===== config.mk =====
export PLATFORM = sky130hd
export DESIGN_NAME = rational_arith_unit
export DESIGN_NICKNAME = d
export VERILOG_FILES = /design/src/rtl/rau_pkg.sv /design/src/rtl/rau_dp.sv /design/src/rtl/rau_ctrl.sv /design/src/rtl/rational_arith_unit.sv
export SDC_FILE = /design/constraint.sdc
export NUM_CORES = 2
export LEC_CHECK = 0
export ABC_AREA = 1
export BUFFER_PORTS_ARGS = -buffer_cell sky130_fd_sc_hd__clkbuf_2
export CAP_MARGIN = 25
export CELL_PAD_IN_SITES_DETAIL_PLACEMENT = 1
export CELL_PAD_IN_SITES_GLOBAL_PLACEMENT = 1
export CORE_MARGIN = 2
export CORE_UTILIZATION = 45
export DETAILED_ROUTE_END_ITERATION = 10
export PLACE_DENSITY_LB_ADDON = 0.15
export SLEW_MARGIN = 5
export SYNTH_ARGS = -nofsm -noshare
export SYNTH_HDL_FRONTEND = slang
export SYNTH_SLANG_ARGS = --single-unit

===== constraint.sdc =====
create_clock -name clk -period 22.8 [get_ports clk]
set_input_delay 3.42 -clock clk [delete_from_list [all_inputs] [get_ports clk]]
set_output_delay 3.42 -clock clk [all_outputs]
set_load 0.1 [all_outputs]

===== src/rtl/rau_pkg.sv =====
package rau_pkg;

    localparam logic [1:0] OP_ADD = 2'd0;
    localparam logic [1:0] OP_SUB = 2'd1;
    localparam logic [1:0] OP_MUL = 2'd2;
    localparam logic [1:0] OP_DIV = 2'd3;

    // Divider operand pairs: gcd remainder step, numerator / g, denominator / g
    typedef enum logic [1:0] {
        DSEL_GCD = 2'd0,
        DSEL_NUM = 2'd1,
        DSEL_DEN = 2'd2
    } div_sel_t;

    typedef struct packed {
        logic     load;
        logic     mul1;
        logic     mul2;
        logic     mul3;
        logic     init_gcd;
        logic     set_err;
        logic     div_start;
        div_sel_t div_sel;
        logic     gcd_step;
        logic     take_num;
        logic     take_den;
    } rau_cmd_t;

    typedef struct packed {
        logic in_zero;
        logic den_zero;
        logic n_zero;
        logic div_done;
    } rau_stat_t;

endpackage


===== src/rtl/rau_dp.sv =====
module rau_dp
    import rau_pkg::*;
#(
    parameter int WORD_BITS = 32
)
(
    input  logic               clk,
    input  logic               rst_n,
    input  rau_cmd_t           cmd,
    output rau_stat_t          stat,
    input  logic [1:0]         opcode,
    input  logic signed [31:0] a_num,
    input  logic signed [31:0] a_den,
    input  logic signed [31:0] b_num,
    input  logic signed [31:0] b_den,
    output logic signed [31:0] res_num,
    output logic signed [31:0] res_den,
    output logic               status
);

    localparam int W  = WORD_BITS;
    localparam int CW = $clog2(W + 1);

    logic [1:0]   op_reg;
    logic [W-1:0] an_reg, ad_reg, bn_reg, bd_reg;
    logic [W-1:0] t1_reg, t2_reg, num_reg, den_reg;
    logic [W-1:0] m_reg, n_reg, rn_reg, rd_reg;
    logic         err_reg;

    logic [W-1:0] mul_a, mul_b, prod;

    // Shared iterative divider (restoring, one quotient bit per cycle)
    logic [W-1:0]  rem_reg, quo_reg, dvs_reg;
    logic          qneg_reg, rneg_reg;
    logic [CW-1:0] cnt_reg, cnt_next;
    logic          busy_reg, busy_next, done_reg, done_next;
    logic [W-1:0]  dvd_sel, dvs_sel, dvd_mag, dvs_mag;
    logic [W:0]    shifted, diff;
    logic [W-1:0]  q_final, r_final;

    always_comb
    begin
        mul_a = an_reg;
        mul_b = bd_reg;
        if (cmd.mul1)
        begin
            mul_a = an_reg;
            mul_b = (op_reg == OP_MUL) ? bn_reg : bd_reg;
        end
        else if (cmd.mul2)
        begin
            mul_a = bn_reg;
            mul_b = ad_reg;
        end
        else if (cmd.mul3)
        begin
            mul_a = ad_reg;
            mul_b = (op_reg == OP_DIV) ? bn_reg : bd_reg;
        end
    end

    assign prod = mul_a * mul_b;

    always_comb
    begin
        case (cmd.div_sel)
            DSEL_GCD:
            begin
                dvd_sel = m_reg;
                dvs_sel = n_reg;
            end
            DSEL_NUM:
            begin
                dvd_sel = num_reg;
                dvs_sel = m_reg;
            end
            DSEL_DEN:
            begin
                dvd_sel = den_reg;
                dvs_sel = m_reg;
            end
            default:
            begin
                dvd_sel = m_reg;
                dvs_sel = n_reg;
            end
        endcase
    end

    assign dvd_mag = dvd_sel[W-1] ? (~dvd_sel + 1'b1) : dvd_sel;
    assign dvs_mag = dvs_sel[W-1] ? (~dvs_sel + 1'b1) : dvs_sel;
    assign shifted = {rem_reg, quo_reg[W-1]};
    assign diff    = shifted - {1'b0, dvs_reg};
    assign q_final = qneg_reg ? (~quo_reg + 1'b1) : quo_reg;
    assign r_final = rneg_reg ? (~rem_reg + 1'b1) : rem_reg;

    always_comb
    begin
        busy_next = busy_reg;
        cnt_next  = cnt_reg;
        done_next = 1'b0;
        if (cmd.div_start)
        begin
            busy_next = 1'b1;
            cnt_next  = CW'(W);
        end
        else if (busy_reg)
        begin
            cnt_next = cnt_reg - 1'b1;
            if (cnt_reg == CW'(1))
            begin
                busy_next = 1'b0;
                done_next = 1'b1;
            end
        end
    end

    always_ff @(posedge clk or negedge rst_n)
    begin
        if (!rst_n)
        begin
            busy_reg <= 1'b0;
            done_reg <= 1'b0;
            cnt_reg  <= '0;
            err_reg  <= 1'b0;
        end
        else
        begin
            busy_reg <= busy_next;
            done_reg <= done_next;
            cnt_reg  <= cnt_next;
            if (cmd.set_err)
                err_reg <= 1'b1;
            else if (cmd.take_den)
                err_reg <= 1'b0;
        end
    end

    always_ff @(posedge clk)
    begin
        if (cmd.load)
        begin
            op_reg <= opcode;
            an_reg <= W'(a_num);
            ad_reg <= W'(a_den);
            bn_reg <= W'(b_num);
            bd_reg <= W'(b_den);
        end
        if (cmd.mul1)
            t1_reg <= prod;
        if (cmd.mul2)
            t2_reg <= prod;
        if (cmd.mul3)
        begin
            den_reg <= prod;
            case (op_reg)
                OP_ADD:  num_reg <= t1_reg + t2_reg;
                OP_SUB:  num_reg <= t1_reg - t2_reg;
                default: num_reg <= t1_reg;
            endcase
        end
        if (cmd.init_gcd)
        begin
            m_reg <= num_reg;
            n_reg <= den_reg;
        end
        else if (cmd.gcd_step)
        begin
            m_reg <= n_reg;
            n_reg <= r_final;
        end
        if (cmd.div_start)
        begin
            rem_reg  <= '0;
            quo_reg  <= dvd_mag;
            dvs_reg  <= dvs_mag;
            qneg_reg <= dvd_sel[W-1] ^ dvs_sel[W-1];
            rneg_reg <= dvd_sel[W-1];
        end
        else if (busy_reg)
        begin
            rem_reg <= diff[W] ? shifted[W-1:0] : diff[W-1:0];
            quo_reg <= {quo_reg[W-2:0], ~diff[W]};
        end
        if (cmd.set_err)
        begin
            rn_reg <= '0;
            rd_reg <= '0;
        end
        else
        begin
            if (cmd.take_num)
                rn_reg <= q_final;
            if (cmd.take_den)
                rd_reg <= q_final;
        end
    end

    assign stat.in_zero  = (ad_reg == '0) || (bd_reg == '0);
    assign stat.den_zero = (den_reg == '0);
    assign stat.n_zero   = (n_reg == '0);
    assign stat.div_done = done_reg;

    assign res_num = 32'(signed'(rn_reg));
    assign res_den = 32'(signed'(rd_reg));
    assign status  = err_reg;

endmodule


===== src/rtl/rau_ctrl.sv =====
module rau_ctrl
    import rau_pkg::*;
(
    input  logic      clk,
    input  logic      rst_n,
    input  logic      in_valid,
    output logic      in_ready,
    output logic      out_valid,
    input  logic      out_ready,
    input  rau_stat_t stat,
    output rau_cmd_t  cmd
);

    typedef enum logic [9:0] {
        S_IDLE  = 10'b0000000001,
        S_MUL1  = 10'b0000000010,
        S_MUL2  = 10'b0000000100,
        S_MUL3  = 10'b0000001000,
        S_CHECK = 10'b0000010000,
        S_GTEST = 10'b0000100000,
        S_GDIV  = 10'b0001000000,
        S_QNUM  = 10'b0010000000,
        S_QDEN  = 10'b0100000000,
        S_DONE  = 10'b1000000000
    } state_t;

    state_t state_reg, state_next;

    always_comb
    begin
        state_next = state_reg;
        cmd        = '0;
        cmd.div_sel = DSEL_GCD;
        case (state_reg)
            S_IDLE:
            begin
                if (in_valid)
                begin
                    cmd.load   = 1'b1;
                    state_next = S_MUL1;
                end
            end
            S_MUL1:
            begin
                cmd.mul1   = 1'b1;
                state_next = S_MUL2;
            end
            S_MUL2:
            begin
                cmd.mul2   = 1'b1;
                state_next = S_MUL3;
            end
            S_MUL3:
            begin
                cmd.mul3   = 1'b1;
                state_next = S_CHECK;
            end
            S_CHECK:
            begin
                if (stat.in_zero || stat.den_zero)
                begin
                    cmd.set_err = 1'b1;
                    state_next  = S_DONE;
                end
                else
                begin
                    cmd.init_gcd = 1'b1;
                    state_next   = S_GTEST;
                end
            end
            S_GTEST:
            begin
                cmd.div_start = 1'b1;
                if (stat.n_zero)
                begin
                    cmd.div_sel = DSEL_NUM;
                    state_next  = S_QNUM;
                end
                else
                begin
                    state_next = S_GDIV;
                end
            end
            S_GDIV:
            begin
                if (stat.div_done)
                begin
                    cmd.gcd_step = 1'b1;
                    state_next   = S_GTEST;
                end
            end
            S_QNUM:
            begin
                if (stat.div_done)
                begin
                    cmd.take_num  = 1'b1;
                    cmd.div_start = 1'b1;
                    cmd.div_sel   = DSEL_DEN;
                    state_next    = S_QDEN;
                end
            end
            S_QDEN:
            begin
                if (stat.div_done)
                begin
                    cmd.take_den = 1'b1;
                    state_next   = S_DONE;
                end
            end
            S_DONE:
            begin
                if (out_ready)
                    state_next = S_IDLE;
            end
            default:
            begin
                state_next = S_IDLE;
            end
        endcase
    end

    always_ff @(posedge clk or negedge rst_n)
    begin
        if (!rst_n)
            state_reg <= S_IDLE;
        else
            state_reg <= state_next;
    end

    assign in_ready  = (state_reg == S_IDLE);
    assign out_valid = (state_reg == S_DONE);

endmodule


===== src/rtl/rational_arith_unit.sv =====
// Result path: on a zero-denominator error the result follows the multiply slots and the
// zero check directly; otherwise it also waits for the Euclid remainder steps on the divider
// (at most about 1.44 * WORD_BITS of them) and the two reducing divisions.
// Throughput: one word at a time; the next input word is taken only after the result
// word has left. Most of the work falls on the shared one-bit-per-cycle divider.
// Reset (rst_n, asynchronous, active low) returns the controller to idle, no result held.
module rational_arith_unit
    import rau_pkg::*;
#(
    parameter int WORD_BITS = 32
)
(
    input  logic               clk,
    input  logic               rst_n,
    input  logic               in_valid,
    output logic               in_ready,
    input  logic [1:0]         opcode,
    input  logic signed [31:0] a_num,
    input  logic signed [31:0] a_den,
    input  logic signed [31:0] b_num,
    input  logic signed [31:0] b_den,
    output logic               out_valid,
    input  logic               out_ready,
    output logic signed [31:0] res_num,
    output logic signed [31:0] res_den,
    output logic               status
);

    rau_cmd_t  cmd;
    rau_stat_t stat;

    // Sequencer: load, three multiply slots on one multiplier, zero check (a zero
    // denominator ends there), Euclid loop on the divider, then the two reducing divisions.
    rau_ctrl u_ctrl (
        .clk       (clk),
        .rst_n     (rst_n),
        .in_valid  (in_valid),
        .in_ready  (in_ready),
        .out_valid (out_valid),
        .out_ready (out_ready),
        .stat      (stat),
        .cmd       (cmd)
    );

    // Operand registers, multiplier, gcd registers and the shared divider;
    // the result registers hold the word steady while out_valid waits.
    rau_dp #(
        .WORD_BITS (WORD_BITS)
    ) u_dp (
        .clk     (clk),
        .rst_n   (rst_n),
        .cmd     (cmd),
        .stat    (stat),
        .opcode  (opcode),
        .a_num   (a_num),
        .a_den   (a_den),
        .b_num   (b_num),
        .b_den   (b_den),
        .res_num (res_num),
        .res_den (res_den),
        .status  (status)
    );

`ifndef SYNTHESIS
    a_err_zero: assert property (@(posedge clk) disable iff (!rst_n)
        (out_valid && status) |-> (res_num == 32'sd0 && res_den == 32'sd0))
        else $error("error result carries nonzero fields");

    a_ok_den: assert property (@(posedge clk) disable iff (!rst_n)
        (out_valid && !status) |-> (res_den != 32'sd0))
        else $error("good result with zero denominator");

    a_one_word: assert property (@(posedge clk) disable iff (!rst_n)
        !(in_ready && out_valid))
        else $error("input taken while a result is pending");
`endif

endmodule


==> summary.txt <==
Synth
  • Sequential fraction of the synthesis area: approximately a third
  • Library cells used by synthesis: 65
  • Syn Nets: ~6000
  • Dominant register cell in the synthesized netlist: edfxtp_1
  • Synth async-reset ratio: 3.78%
  • Post-Synthesis Cells: 5282
  • Synthesized area: approximately 44000 um2
  • Yosys warning total: 0
  • Mapped Avg Cell Area: 8.34 um2
  • EDFF count, synth: 388
  • #FFs+latches synth: slightly above 500

Timing
  • Total negative slack: 0 ns
  • Hold Fails Final Rpt: 0
  • Slew Viols, Final: 0
  • Final period utilization: roughly 43%
  • Final Setup Violations: 0
  • Fin crit period: just under 10 ns
  • FMAX: about 100 MHz
  • Unrepaired setup endpoints after global routing: no
  • Final Skew: 0.0838 ns
  • Worst slew margin: 27.8%
  • Worst slew pin tran: about 1.1 ns

Global routing
  • First-pass GRT wire length: ~230000 um
  • Most Crowded Layer GR: met2
  • GRT Overall Usage: 30.2%
  • Met1 GRT Util: 34.7%
  • Met2 GRT Util: ~56%
  • Number of global-route vias before repair: approximately 41000
  • Maximum number of pins on one net before global-route repair: 74
  • GR Overflow Total: 0
  • Initial antenna violation count: 0
  • M3 GR Usage: under 10%

Route
  • DR vias: 36800
  • Initial DRC Count: a little over 2000
  • Drt wl/cell: 22.0 um
  • Final ANT Viol Nets: 0
  • Via/cell ratio: 5.46
  • Detailed Routing Iterations Pass 1: 7
  • Post-Route WL: 149000 um
  • Residual DRC: 0

Layout
  • N_diodes: 0
  • Layout cell share with drive strength beyond 1: between 9 and 10%
  • Commonest non-fill, non-tap cells in the layout: nand2_1, inv_1, nor2_1
  • Most common cell after layout, fill and taps aside: nand2_1
  • Synthesis-to-finish area growth: 9.75%
  • Fin nets: 6162

Die
  • Number of I/O pins: approximately 200
  • Die area: 100000 um2
  • Area of the core: 96900 um2
  • Initial core utilization: between 40% and 50%
  • Chip Height: approximately 320 um
  • Die X-Extent: roughly 320 um
  • Standard-cell row count: approximately 110

Critical path
  • Crit path buffers/inverters: 8
  • WS Path Type: reg -> reg
  • Setup crit end kind: flop
  • WP data arrival: between 10 and 15 ns
  • CP startpoint kind: flop
  • Slowest cell on crit path: buf_4
  • Worst-path fanout max: between 50 and 60
  • Largest stage delay on the critical path: approximately 0.6 ns
  • CP required: ~23 ns
  • Crit path max-delay family: adder cells
  • CP dominant cell by count: fa_1

Clocking
  • Total CTS buffers: 58
  • Reg clk slew, reported paths: ~0.06 ns
  • Setup bufs post-CTS: 0
  • Clk_lat worst skew: roughly 0.70 ns
  • Post-CTS Hold Buffers: 0
  • Clock Path Buffers: 3
  • Post-CTS resize count: 0
  • TritonCTS sink count: roughly 500
  • H-tree Lvls: 2
  • TritonCTS clock tree: built
  • Root Driver: clkbuf_16

Min path
  • Worst Hold Class: reg -> reg

Run
  • MaxCap Viol Count: 0

Place
  • Routability cong.: 0.909
  • DP HPWL: 119000 um
  • I/O Buffers: 200

Run status
  • Status: finished clean
==> cell families (layout without fill, tap and decap cells) <==
family	count (synthesis)	in the layout	synth area share (%)
AND/OR/NAND/NOR	2043	2043	19.4
buffers and inverters	1113	1303	9.90
AO/OA/AOI/OAI	797	797	10.2
adder cells (fa/ha/maj)	605	605	24.2
flip-flops	503	503	31.9
XOR/XNOR	208	208	4.14
multiplexers	13	13	0.296
==> tightest hold or removal path, stage by stage (launching register included) <==
cell,delay (ns)
dfxtp_1,0.30
nand2_1,0.06
a21oi_1,0.05
==> worst paths after layout <==
check	startpoint	to	slack (ns)	depth (start not counted)
worst max-delay path	u_ctrl.state_reg[8]$_DFFE_PN0P_	u_dp.den_reg[30]$_DFFE_PN_	13.02	31
worst min-delay path	u_dp.res_num[1]$_SDFFE_PP0P_	u_dp.res_num[1]$_SDFFE_PP0P_	0.46	2
worst max register to register	u_ctrl.state_reg[8]$_DFFE_PN0P_	u_dp.den_reg[30]$_DFFE_PN_	13.02	31
worst min register to register	u_dp.res_num[1]$_SDFFE_PP0P_	u_dp.res_num[1]$_SDFFE_PP0P_	0.46	2
max in group asynchronous	rst_n	u_ctrl.state_reg[1]$_DFFE_PN0P_	19.60	1
min in group asynchronous	rst_n	u_dp.status$_DFFE_PN0P_	2.72	1
==> metal layers <==
| metal | part of all wire [%] | wire length, um | vias up |
|---|---|---|---|
| li1 | - | - | 17100 |
| met1 | 39 | 57800 | 18300 |
| met2 | 51 | 76000 | 959 |
| met3 | 4.7 | 7030 | 395 |
| met4 | 5.2 | 7790 | 0 |
| met5 | 0 | 0 | - |
==> area by class of cell <==
cell class / count / area [um2]
Timing Repair Buffer: 257 / 1480
Tap cell: 1276 / 1600
Inverter: 937 / 3520
Clock inverter: 30 / 318
Multi-Input combinational cell: 3666 / 25700
Fill cell: 11700 / 48500
Sequential cell: 503 / 14000
Clock buffer: 79 / 1680
==> stage by stage <==
| stage | worst slack [ns] | area, um2 | utilization, % | hold WS (ns) | cells |
|---|---|---|---|---|---|
| 2_1_floorplan | 13.32 | 44000 | - | 0.488 | 5282 |
| 3_3_place_gp | 13.13 | 46200 | 47.8 | 0.450 | 6635 |
| 3_5_place_dp | 12.96 | 46300 | 47.8 | 0.456 | 6637 |
| 4_1_cts | 13.04 | 48300 | 49.8 | 0.463 | 6746 |
| 5_1_grt | 12.41 | 48300 | 49.9 | 0.484 | 6748 |
| 6_report | 13.02 | 48300 | 49.9 | 0.460 | 6748 |
==> cell usage after synthesis (18+ instances only) <==
| master | count | area (um2) |
|---|---|---|
| dfxtp_1 | 96 | 1920 |
| nor2_1 | 533 | 2000 |
| o211ai_1 | 54 | 405 |
| a21oi_1 | 226 | 1130 |
| nand3_1 | 187 | 936 |
| nor3_1 | 48 | 240 |
| ha_1 | 195 | 2440 |
| xnor2_1 | 75 | 657 |
| nor4_1 | 39 | 244 |
| o21ai_0 | 362 | 1810 |
| edfxtp_1 | 388 | 11700 |
| buf_2 | 23 | 115 |
| clkbuf_1 | 120 | 450 |
| nand2_1 | 1089 | 4090 |
| o221ai_1 | 22 | 193 |
| nand4_1 | 39 | 244 |
| o21ai_1 | 40 | 200 |
| inv_2 | 30 | 113 |
| fa_1 | 410 | 8210 |
| dfrtp_1 | 18 | 450 |
| inv_1 | 893 | 3350 |
| xor2_1 | 133 | 1160 |
| nand2_2 | 21 | 131 |
| or2_2 | 45 | 282 |
Power is left out: the tool's default activity adds up to more than one toggle a clock period on the data nets, which glitch-free logic cannot reach.
